$ cat src/eos_pkg.sv
// package for the encoder output selector
// types, register indexes and reset constants used by eos_core and the top level; no dependencies
`timescale 1ns / 1ps
`default_nettype none

package eos_pkg;

    localparam int NUM_OUTPUTS_DEF = 8;
    localparam int CFG_DATA_W      = 16;
    localparam int TIME_W          = 32;

    localparam logic [7:0]  ENC_LOCKOUT_RST = 8'd5;
    localparam logic [15:0] BTN_LOCKOUT_RST = 16'd300;

    typedef enum logic [0:0] {
        CFG_ENC_LOCKOUT = 1'b0,
        CFG_BTN_LOCKOUT = 1'b1
    } t_cfg_idx;

    typedef struct packed {
        logic                  we;
        t_cfg_idx              index;
        logic [CFG_DATA_W-1:0] data;
    } t_cfg_wr;

    typedef struct packed {
        logic enc_clk_level;
        logic enc_dt_level;
        logic button_level;
    } t_tick;

    typedef struct packed {
        logic [2:0] selected_index;
        logic [7:0] output_bits;
        logic       toggled;
    } t_result;

endpackage

`default_nettype wire

$ cat src/eos_in_if.sv
// input channel of the encoder output selector: one sampled tick per item
// no dependencies
`timescale 1ns / 1ps
`default_nettype none

interface eos_in_if;
    logic valid;
    logic ready;
    logic enc_clk_level;
    logic enc_dt_level;
    logic button_level;

    modport source (output valid, output enc_clk_level, output enc_dt_level,
                    output button_level, input ready);
    modport sink (input valid, input enc_clk_level, input enc_dt_level,
                  input button_level, output ready);
endinterface

`default_nettype wire

$ cat src/eos_out_if.sv
// result channel of the encoder output selector: selection, output bits, toggle flag
// no dependencies
`timescale 1ns / 1ps
`default_nettype none

interface eos_out_if;
    logic       valid;
    logic       ready;
    logic [2:0] selected_index;
    logic [7:0] output_bits;
    logic       toggled;

    modport source (output valid, output selected_index, output output_bits,
                    output toggled, input ready);
    modport sink (input valid, input selected_index, input output_bits,
                  input toggled, output ready);
endinterface

`default_nettype wire

$ cat src/eos_core.sv
// selector state: lockout timers, selection, output bits, press latch, config registers
// depends on eos_pkg
`timescale 1ns / 1ps
`default_nettype none

module eos_core import eos_pkg::*; #(
    parameter int NUM_OUTPUTS = NUM_OUTPUTS_DEF
) (
    input  wire     i_clk,
    input  wire     i_rst_n,
    input  t_cfg_wr i_cfg,
    input  wire     i_step,
    input  t_tick   i_tick,
    output t_result o_result
);

    localparam int SEL_W = (NUM_OUTPUTS > 1) ? $clog2(NUM_OUTPUTS) : 1;
    localparam logic [SEL_W-1:0] SEL_LAST = SEL_W'(NUM_OUTPUTS - 1);

    logic [7:0]             r_enc_lockout;
    logic [15:0]            r_btn_lockout;
    logic [TIME_W-1:0]      r_edge_age, n_edge_age;
    logic [TIME_W-1:0]      r_tog_age, n_tog_age;
    logic                   r_prev_clk, n_prev_clk;
    logic                   r_acc_clk, n_acc_clk;
    logic [SEL_W-1:0]       r_sel, n_sel;
    logic [NUM_OUTPUTS-1:0] r_state, n_state;
    logic                   r_latched, n_latched;

    logic       edge_ok;
    logic       toggle;
    logic [63:0] sel_ext;
    logic [63:0] state_ext;

    always_ff @(posedge i_clk) begin
        if (!i_rst_n) begin
            r_enc_lockout <= ENC_LOCKOUT_RST;
            r_btn_lockout <= BTN_LOCKOUT_RST;
        end else if (i_cfg.we) begin
            unique case (i_cfg.index)
                CFG_ENC_LOCKOUT: r_enc_lockout <= i_cfg.data[7:0];
                CFG_BTN_LOCKOUT: r_btn_lockout <= i_cfg.data[15:0];
            endcase
        end
    end

    always_comb begin
        n_prev_clk = i_tick.enc_clk_level;
        n_acc_clk  = r_acc_clk;
        n_sel      = r_sel;
        n_edge_age = r_edge_age + 1'b1;
        n_tog_age  = r_tog_age + 1'b1;
        n_state    = r_state;
        n_latched  = r_latched;

        edge_ok = (i_tick.enc_clk_level != r_prev_clk)
                  && (r_edge_age >= {24'd0, r_enc_lockout});
        if (edge_ok) begin
            n_acc_clk  = i_tick.enc_clk_level;
            n_edge_age = TIME_W'(1);
            if (i_tick.enc_clk_level != r_acc_clk) begin
                if (i_tick.enc_dt_level != i_tick.enc_clk_level) begin
                    n_sel = (r_sel == SEL_LAST) ? '0 : r_sel + 1'b1;
                end else begin
                    n_sel = (r_sel == '0) ? SEL_LAST : r_sel - 1'b1;
                end
            end
        end

        // rotation first, so the toggle hits the new selection
        toggle = !i_tick.button_level && !r_latched
                 && (r_tog_age > {16'd0, r_btn_lockout});
        if (toggle) begin
            n_latched = 1'b1;
            n_tog_age = TIME_W'(1);
            n_state   = r_state ^ (NUM_OUTPUTS'(1) << n_sel);
        end
        if (i_tick.button_level) begin
            n_latched = 1'b0;
        end
    end

    always_ff @(posedge i_clk) begin
        if (!i_rst_n) begin
            r_edge_age <= '0;
            r_tog_age  <= '0;
            r_prev_clk <= 1'b1;
            r_acc_clk  <= 1'b1;
            r_sel      <= '0;
            r_state    <= '0;
            r_latched  <= 1'b0;
        end else if (i_step) begin
            r_edge_age <= n_edge_age;
            r_tog_age  <= n_tog_age;
            r_prev_clk <= n_prev_clk;
            r_acc_clk  <= n_acc_clk;
            r_sel      <= n_sel;
            r_state    <= n_state;
            r_latched  <= n_latched;
        end
    end

    assign sel_ext   = 64'(n_sel);
    assign state_ext = 64'(n_state);

    assign o_result.selected_index = sel_ext[2:0];
    assign o_result.output_bits    = state_ext[7:0];
    assign o_result.toggled        = toggle;

    a_sel_range: assert property (@(posedge i_clk) disable iff (!i_rst_n)
        32'(r_sel) < NUM_OUTPUTS)
        else $error("selection out of range");

    a_toggle_one_bit: assert property (@(posedge i_clk) disable iff (!i_rst_n)
        (i_step && toggle) |=> ($countones(r_state ^ $past(r_state)) == 1) && r_latched)
        else $error("toggle did not flip exactly one output");

    a_release_clears: assert property (@(posedge i_clk) disable iff (!i_rst_n)
        (i_step && i_tick.button_level) |=> !r_latched)
        else $error("press latch held after release");

    a_idle_holds: assert property (@(posedge i_clk) disable iff (!i_rst_n)
        !i_step |=> $stable(r_sel) && $stable(r_state) && $stable(r_latched))
        else $error("state changed without an item");

    a_no_toggle_latched: assert property (@(posedge i_clk) disable iff (!i_rst_n)
        (i_step && r_latched && !i_tick.button_level) |=> $stable(r_state))
        else $error("output toggled while press latched");

endmodule

`default_nettype wire

$ cat src/encoder_output_selector.sv
// encoder output selector: top level with input and result registers around the core
// depends on eos_pkg, eos_in_if, eos_out_if, eos_core
//
// usage
//   i_in carries one millisecond tick per item: encoder clock, encoder data and
//   button levels (button low means pressed). every accepted item gives exactly
//   one item on o_out: selection, low eight output bits and a toggle flag.
//   i_cfg_we with i_cfg_index 0 writes the encoder lockout (low 8 bits of
//   i_cfg_data), index 1 the button lockout (16 bits); write only while idle.
//   an accepted item waits in the input register; once the result register is
//   free or its result is being taken, the item's result is loaded into the
//   result register and o_out.valid rises. one item per cycle is sustained
//   while o_out is not stalled; the state update in the core is a pair of
//   32-bit age compares and a small selection step, all combinational.
//   a stalled o_out holds its item; the input register still takes one more
//   item, then i_in.ready drops until the result is taken.
//   reset sets selection and outputs to zero, the lockouts to 5 and 300 ticks,
//   both encoder levels to the idle high level and empties both registers.
`timescale 1ns / 1ps
`default_nettype none

module encoder_output_selector import eos_pkg::*; #(
    parameter int NUM_OUTPUTS = NUM_OUTPUTS_DEF
) (
    input  wire                  i_clk,
    input  wire                  i_rst_n,
    eos_in_if.sink               i_in,
    eos_out_if.source            o_out,
    input  wire                  i_cfg_we,
    input  wire [0:0]            i_cfg_index,
    input  wire [CFG_DATA_W-1:0] i_cfg_data
);

    logic    r_in_valid;
    t_tick   r_tick;
    logic    r_out_valid;
    t_result r_result;
    t_result n_result;
    t_cfg_wr cfg;
    logic    advance;

    assign advance    = r_in_valid && (!r_out_valid || o_out.ready);
    assign i_in.ready = !r_in_valid || advance;

    assign cfg.we    = i_cfg_we;
    assign cfg.index = t_cfg_idx'(i_cfg_index);
    assign cfg.data  = i_cfg_data;

    always_ff @(posedge i_clk) begin
        if (!i_rst_n) begin
            r_in_valid <= 1'b0;
        end else if (i_in.ready) begin
            r_in_valid <= i_in.valid;
        end
    end

    always_ff @(posedge i_clk) begin
        if (i_in.valid && i_in.ready) begin
            r_tick.enc_clk_level <= i_in.enc_clk_level;
            r_tick.enc_dt_level  <= i_in.enc_dt_level;
            r_tick.button_level  <= i_in.button_level;
        end
    end

    eos_core #(
        .NUM_OUTPUTS(NUM_OUTPUTS)
    ) u_core (
        .i_clk   (i_clk),
        .i_rst_n (i_rst_n),
        .i_cfg   (cfg),
        .i_step  (advance),
        .i_tick  (r_tick),
        .o_result(n_result)
    );

    always_ff @(posedge i_clk) begin
        if (!i_rst_n) begin
            r_out_valid <= 1'b0;
        end else if (advance) begin
            r_out_valid <= 1'b1;
        end else if (o_out.ready) begin
            r_out_valid <= 1'b0;
        end
    end

    always_ff @(posedge i_clk) begin
        if (advance) begin
            r_result <= n_result;
        end
    end

    assign o_out.valid          = r_out_valid;
    assign o_out.selected_index = r_result.selected_index;
    assign o_out.output_bits    = r_result.output_bits;
    assign o_out.toggled        = r_result.toggled;

endmodule

`default_nettype wire
$ cat src/flat_wrapper.sv
// flat-port wrapper written by rule: the top's interface ports become plain ports
module encoder_output_selector_flat import eos_pkg::*;
#(
    parameter int NUM_OUTPUTS = NUM_OUTPUTS_DEF
)
  (i_clk, i_rst_n, i_cfg_we, i_cfg_index, i_cfg_data, i_in_valid, i_in_enc_clk_level, i_in_enc_dt_level, i_in_button_level, i_in_ready, o_out_valid, o_out_selected_index, o_out_output_bits, o_out_toggled, o_out_ready);
  eos_in_if i_in_i ();
  eos_out_if o_out_i ();
  input  wire i_clk;
  input  wire i_rst_n;
  input  wire i_cfg_we;
  input  wire [0:0] i_cfg_index;
  input  wire [CFG_DATA_W-1:0] i_cfg_data;
  input wire logic [$bits(i_in_i.valid)-1:0] i_in_valid;
  input wire logic [$bits(i_in_i.enc_clk_level)-1:0] i_in_enc_clk_level;
  input wire logic [$bits(i_in_i.enc_dt_level)-1:0] i_in_enc_dt_level;
  input wire logic [$bits(i_in_i.button_level)-1:0] i_in_button_level;
  output wire logic [$bits(i_in_i.ready)-1:0] i_in_ready;
  output wire logic [$bits(o_out_i.valid)-1:0] o_out_valid;
  output wire logic [$bits(o_out_i.selected_index)-1:0] o_out_selected_index;
  output wire logic [$bits(o_out_i.output_bits)-1:0] o_out_output_bits;
  output wire logic [$bits(o_out_i.toggled)-1:0] o_out_toggled;
  input wire logic [$bits(o_out_i.ready)-1:0] o_out_ready;
  assign i_in_i.valid = i_in_valid;
  assign i_in_i.enc_clk_level = i_in_enc_clk_level;
  assign i_in_i.enc_dt_level = i_in_enc_dt_level;
  assign i_in_i.button_level = i_in_button_level;
  assign i_in_ready = i_in_i.ready;
  assign o_out_valid = o_out_i.valid;
  assign o_out_selected_index = o_out_i.selected_index;
  assign o_out_output_bits = o_out_i.output_bits;
  assign o_out_toggled = o_out_i.toggled;
  assign o_out_i.ready = o_out_ready;
  encoder_output_selector #(.NUM_OUTPUTS(NUM_OUTPUTS)) u_core (.i_clk(i_clk), .i_rst_n(i_rst_n), .i_in(i_in_i), .o_out(o_out_i), .i_cfg_we(i_cfg_we), .i_cfg_index(i_cfg_index), .i_cfg_data(i_cfg_data));
endmodule
$ cat config.mk
export PLATFORM = sky130hd
export DESIGN_NAME = encoder_output_selector_flat
export DESIGN_NICKNAME = d
export VERILOG_FILES = /design/src/eos_pkg.sv /design/src/eos_in_if.sv /design/src/eos_out_if.sv /design/src/eos_core.sv /design/src/encoder_output_selector.sv /design/src/flat_wrapper.sv
export SDC_FILE = /design/constraint.sdc
export NUM_CORES = 1
export LEC_CHECK = 0
export BUFFER_PORTS_ARGS = -buffer_cell sky130_fd_sc_hd__buf_2
export CORE_ASPECT_RATIO = 0.7
export CORE_MARGIN = 2
export CORE_UTILIZATION = 60
export DETAILED_ROUTE_END_ITERATION = 8
export GPL_ROUTABILITY_DRIVEN = 0
export PLACE_DENSITY = 0.89
export SETUP_SLACK_MARGIN = 0.3
export SLEW_MARGIN = 40
export SYNTH_ARGS = -nofsm -noshare
export SYNTH_HDL_FRONTEND = slang
export SYNTH_SLANG_ARGS = --single-unit
$ cat constraint.sdc
create_clock -name i_clk -period 3.3 [get_ports i_clk]
set_clock_uncertainty 0.2 [all_clocks]
set_input_delay 0.165 -clock i_clk [delete_from_list [all_inputs] [get_ports i_clk]]
set_output_delay 0.165 -clock i_clk [all_outputs]
set_load 0.1 [all_outputs]
Yosys cells after proc, flatten, opt, wreduce, memory -nomap -nowiden
Cells that the tools add are included.
{ "classes": {"n_addsub": 4, "n_lt_le_gt_ge": 2, "eq_ne": 4, "shift": 1, "n_mux": 12, "n_bitwise": 2, "n_reduce_logical": 18} }
{ "op_table": {"columns": ["cell", "n"], "rows": [
  ["adder 32 x 1 -> 32 bit (second input constant)", 2],
  ["two-way mux 32 bit", 2],
  ["greater-or-equal comparator 32 x 8 -> 1 bit", 1],
  ["> comparator 32 x 16 -> 1 bit", 1],
  ["two-way mux 3 bit", 5],
  ["two-way mux 8 bit", 1],
  ["AND reduction 2 bit", 4],
  ["left shift 1 x 3 -> 8 bit (first input constant)", 1],
  ["XOR 8 bit", 1],
  ["logical AND 1 bit", 5],
  ["zero test 1 bit", 4],
  ["two-way mux 1 bit", 4],
  ["nonzero test 2 bit", 2],
  ["adder 3 x 1 -> 3 bit (second input constant)", 1],
  ["== test 3 bit (second input constant)", 1],
  ["zero test 3 bit", 1],
  ["inequality test 1 bit", 3],
  ["subtractor 3 x 1 -> 3 bit (second input constant)", 1],
  ["logical OR 1 bit", 2],
  ["inverter 1 bit", 1]
]} }
{ "word_totals": {"reg_bits": 119, "in_bits": 25, "output_inout_bits": 14} }

Depth between registers and ports, before layout
{ "depth": {"word_depth": 8, "ltp_mapped": 10, "mapped_depth_nobuf": 10} }

Hierarchy
A second synthesis with hierarchy kept.
{ "hier_totals": {"cells_unflattened": 671, "area_unflattened_um2": 5977.0} }
{ "by_module_without_submodules": {"columns": ["module", "instances", "cells_per_inst", "area_each_um2", "seq_area_each_um2"], "rows": [
  ["eos_core", 1, 647, 5422.7, 2042.0],
  ["encoder_output_selector", 1, 24, 554.3, 490.5]
]} }

Least setup slack after synthesis
Ideal clock, no wire load.
{ "synth_path": {"kind": "reg2reg", "startpoint": "register u_core.u_core.r_enc_lockout[7]", "endpoint": "register u_core.r_result (netlist bit u_core.o_out.output_bits[6]), data pin", "setup_ns": 0.271, "arrival_ns": 2.291, "required_ns": 2.829, "setup_slack_ns": 0.538, "stages_incl_launch_ff": 11, "synth_period_minus_slack_ns": 2.762, "path_cell_list": "dfxtp_1 inv_1 ha_1 a211oi_1 nand4_1 a211o_1 o21ba_4 a22o_1 buf_2 nor4_1 xor2_1"} }
{ "synth_rtl": {"columns": ["item", "line", "text"], "rows": [
  ["start, declared", "eos_core.sv:20", "logic [7:0] r_enc_lockout;"],
  ["start signal, assigned", "eos_core.sv:41", "CFG_ENC_LOCKOUT: r_enc_lockout <= i_cfg.data[7:0];"],
  ["end signal, assigned", "encoder_output_selector.sv:88", "r_result <= n_result;"],
  ["end, declared", "encoder_output_selector.sv:37", "t_result r_result;"]
]} }

==> impl_table.tex <==
\begin{tabular}{lr}
\hline
Metric & Value \\
\hline
\multicolumn{2}{l}{\textbf{Critical path}} \\
\quad Critical path class & register to register \\
\quad Type of origin of the critical path & register \\
\quad Register-to-register path setup slack & 0.22 ns \\
\quad Data required time of the critical path & 3.26 ns \\
\quad Startpoint of the worst register-to-register path & u\_core.u\_core.r\_enc\_lockout[6] \\
\quad Reg-to-Reg End & u\_core.o\_out.output\_bits[0] \\
\quad R2R cell count & 11 \\
\quad Maximum fanout along the worst path & 6 \\
\quad Arrival @ worst endpoint & 3.04 ns \\
\quad Critical path endpoint category & register \\
\multicolumn{2}{l}{\textbf{Final layout}} \\
\quad Number of fillers in the final layout & 529 \\
\quad Flip-flop and latch area & 0.00253 mm\^{}2 \\
\quad Area of the multi-input gates & 0.00314 mm\^{}2 \\
\quad Layout area overhead & 22.6\% \\
\quad Number of nets at the end of the flow & 783 \\
\quad Layout Cells excl Fill & 865 \\
\quad Share of layout cells above drive strength 1 & 14.6\% \\
\quad Count of antenna diodes in the layout & 0 \\
\multicolumn{2}{l}{\textbf{Placed design}} \\
\quad Number of buffer cells added on primary ports & 38 \\
\quad Dpl hpwl & 9100 um \\
\quad Placed cells & 799 \\
\multicolumn{2}{l}{\textbf{Synthesis}} \\
\quad Post-synthesis instance area & 0.00580 mm\^{}2 \\
\quad Area share of the leading cell type in the synthesized netlist & 35.9\% \\
\quad Syn Nets & 708 \\
\quad Number of enable-type register cells in the synthesized netlist & 15 \\
\quad Leading post-synthesis cells by instance count & 104 x sky130\_fd\_sc\_hd\_\_dfxtp\_1, 89 x sky130\_fd\_sc\_hd\_\_nand2\_1, 83 x sky130\_fd\_sc\_hd\_\_nor2\_1, 41 x sky130\_fd\_sc\_hd\_\_xor2\_1, 38 x sky130\_fd\_sc\_hd\_\_inv\_1 \\
\quad Total of flip-flops plus latches after synthesis & 119 \\
\quad Cell taking the most area after synthesis & sky130\_fd\_sc\_hd\_\_dfxtp\_1 \\
\quad Post-synth ARST share & 0\% \\
\quad Main flop type after synthesis & sky130\_fd\_sc\_hd\_\_dfxtp\_1 \\
\quad Main area contributors after synthesis & sky130\_fd\_sc\_hd\_\_dfxtp\_1 36\%, sky130\_fd\_sc\_hd\_\_edfxtp\_1 7.8\%, sky130\_fd\_sc\_hd\_\_ha\_1 6.5\% \\
\quad Netlist cell types & 47 \\
\quad Gate count of the mapped netlist & 653 \\
\quad Share of the yosys chip area belonging to registers & 43.6\% \\
\quad Number of warnings printed during yosys synthesis & 0 \\
\quad Average footprint of a synthesized cell & 8.88 um\^{}2 \\
\quad Most repeated cell in the gate-level netlist after synthesis & sky130\_fd\_sc\_hd\_\_dfxtp\_1 \\
\multicolumn{2}{l}{\textbf{Min path}} \\
\quad Kind of path behind the tightest hold check & input port to register \\
\quad Sink of the worst hold path & u\_core.u\_core.r\_enc\_lockout[1] \\
\quad Instance count along the most critical hold path & 4 \\
\quad Worst hold start & i\_cfg\_we \\
\multicolumn{2}{l}{\textbf{STA}} \\
\quad Count of endpoints failing hold in the final timing report & 0 \\
\quad Final period util & 93.4\% \\
\quad Slew at the pin closest to its max-slew limit & 0.832 ns \\
\quad Setup repair after global routing missed its margin & no \\
\quad Setup tns final & 0 ns \\
\quad Maximum frequency from static timing analysis & 325 MHz \\
\quad Final-report setup violation count & 0 \\
\quad Worst slew margin relative to its limit & 44.5\% \\
\quad Number of pins exceeding their max-slew limit in the final report & 0 \\
\quad Post-layout minimum cycle time & 3.08 ns \\
\multicolumn{2}{l}{\textbf{Job}} \\
\quad Max Cap Viol & 0 \\
\multicolumn{2}{l}{\textbf{Clock tree}} \\
\quad Worst skew pair latency & 0.42 ns \\
\quad CTS buffer count & 17 \\
\quad H-tree depth & 4 \\
\quad Clock transition at the registers of the reported paths & 0.06 ns \\
\quad Number of clock sinks seen by CTS & 119 \\
\quad Clock root buffer master & sky130\_fd\_sc\_hd\_\_clkbuf\_16 \\
\quad Longest Clk Path Bufs & 2 \\
\quad CTS tree & done \\
\multicolumn{2}{l}{\textbf{Drt}} \\
\quad Number of iterations in the first detailed-routing pass & 6 \\
\quad Overall routed net length & 17200 um \\
\quad Detailed Route Iter0 Violations & 562 \\
\quad Count of unresolved DRC violations after routing & 0 \\
\quad Detailed-route vias per instance & 6.22 \\
\quad Final routed wire length divided by cell count & 19.8 um \\
\quad Antenna-violating nets left & 0 \\
\quad Total number of vias & 5383 \\
\multicolumn{2}{l}{\textbf{Global route}} \\
\quad Congestion Overflow GR & 0 \\
\quad GRT Resource Usage Total & 30.7\% \\
\quad Vias in the first global route & 5097 \\
\quad First-pass GRT wire length & 24600 um \\
\quad Pin count of the biggest net entering global routing & 46 \\
\quad Number of antenna violations at the first check in global routing & 0 \\
\multicolumn{2}{l}{\textbf{Floorplan}} \\
\quad I/O pins & 39 \\
\quad Core region area & 0.00922 mm\^{}2 \\
\quad Initial core utilization & 63.0\% \\
\quad Horizontal extent of the die & 122 um \\
\quad Total die area & 0.0105 mm\^{}2 \\
\quad Die Span Y & 86.3 um \\
\quad Row count & 29 \\
\multicolumn{2}{l}{\textbf{Pwr}} \\
\quad Leak Pwr & 2.76 nW \\
\quad Worst vdd rail ir drop & 0.613 mV \\
\quad Pwr/cell area & 510 mW/mm\^{}2 \\
\multicolumn{2}{l}{\textbf{Outcome}} \\
\quad Result of the run & finished clean \\
\hline
\end{tabular}
kinds of logic after synthesis:
family          synth area share [%]
simple gates                    25.1
compound gates                  7.66
xor+xnor                        10.6
buf+inv                         4.18
mux                             2.33
fa+ha+maj                       6.47
flops                           43.6
stage by stage:
step	cell area, um^2	worst slack, ns	hold WS [ns]	util (%)	power, W
floorplan	5800	0.538	0.0639	-	0.00170
global placement	6110	0.385	0.143	66.3	0.00175
detailed placement	6110	0.206	0.144	66.3	0.00176
CTS	6940	0.315	0.0540	75.3	0.00358
global route	7110	0.146	0.141	77.2	0.00371
finish	7110	0.219	0.0839	77.2	0.00363
where the power goes:
group / switching [W] / total [W] / internal [W]
combinational: 0.000180 / 0.000268 / 0.0000889
sequential: 0.0000219 / 0.00152 / 0.00150
clock: 0.000674 / 0.00184 / 0.00117
total: 0.000876 / 0.00363 / 0.00275
cell type report:
type,count,share of cell area (%)
well taps,124,2.18
inverters,41,2.27
repair buffers,78,7.81
clock inverters,13,1.92
clock buffers,19,6.09
multi-input cells,471,44.1
flip-flops and latches,119,35.6
worst max-delay path: stages (launching register included):
cell                       delay (ns)
sky130_fd_sc_hd__dfxtp_1         0.34
sky130_fd_sc_hd__inv_1           0.06
sky130_fd_sc_hd__ha_1            0.23
sky130_fd_sc_hd__a211oi_2        0.23
sky130_fd_sc_hd__nand4_1         0.13
sky130_fd_sc_hd__a211o_1         0.35
sky130_fd_sc_hd__o21ba_4         0.26
sky130_fd_sc_hd__mux2i_4         0.29
sky130_fd_sc_hd__clkinv_4        0.16
sky130_fd_sc_hd__buf_4           0.18
sky130_fd_sc_hd__nor4_4          0.27
sky130_fd_sc_hd__xor2_1          0.12
registers in the layout, summed over array words and instances (netlist names):
signal                       flops
u_core.r_tick                    3
u_core.u_core.r_btn_lockout     16
u_core.u_core.r_sel              3
u_core.u_core.r_state            8
u_core.o_out.valid               1
u_core.u_core.r_prev_clk         1
u_core.o_out.toggled             1
u_core.u_core.r_edge_age        32
u_core.r_in_valid                1
u_core.u_core.r_tog_age         32
u_core.u_core.r_enc_lockout      8
u_core.u_core.r_latched          1
u_core.o_out.output_bits         8
u_core.u_core.r_acc_clk          1
u_core.o_out.selected_index      3
cells in the final DEF (no fill, tap or decap), types with 15 or more instances in the layout:
master,count
sky130_fd_sc_hd__dfxtp_1,102
sky130_fd_sc_hd__nand2_1,88
sky130_fd_sc_hd__nor2_1,83
sky130_fd_sc_hd__xor2_1,41
sky130_fd_sc_hd__inv_1,38
sky130_fd_sc_hd__buf_2,38
sky130_fd_sc_hd__xnor2_1,29
sky130_fd_sc_hd__ha_1,29
sky130_fd_sc_hd__nand4_1,28
sky130_fd_sc_hd__dlygate4sd3_1,23
sky130_fd_sc_hd__nand3_1,22
sky130_fd_sc_hd__a21boi_0,21
sky130_fd_sc_hd__clkbuf_16,17
sky130_fd_sc_hd__buf_4,15
sky130_fd_sc_hd__edfxtp_1,15
how the worst max path moves through the flow:
stage,startpoint,to,slack (ns)
after floorplan,u_core.u_core.r_enc_lockout[7],u_core.o_out.output_bits[6],0.54
after global placement,u_core.u_core.r_enc_lockout[7],u_core.u_core.r_state[7],0.38
after detailed placement,u_core.u_core.r_edge_age[7],u_core.u_core.r_state[7],0.21
after CTS,u_core.u_core.r_edge_age[7],u_core.o_out.output_bits[6],0.32
after global routing,u_core.u_core.r_tog_age[11],u_core.u_core.r_tog_age[19],0.15
final,u_core.u_core.r_enc_lockout[6],u_core.o_out.output_bits[0],0.22
metal layers:
metal  up-vias  routed length, um  track usage, %  share of wire [%]
met5         -                  0               0                  0
met4         0                916            13.5                5.3
met3        97               1490            8.42                8.7
met2       359               8480            54.2                 49
met1      2551               6270            35.2                 37
li1       2376                  -               -                  -
timing repair:
action / 4_1_cts / 5_1_grt
pin swaps: 0 / 3
gates resized for setup: 1 / 24
endpoints found under the hold margin: 29 / 0
buffers inserted: 4 / 7
endpoints found under the setup margin: 12 / 42
hold buffers: 23 / 0
No activity file was read; power rests on OpenSTA's default activity.
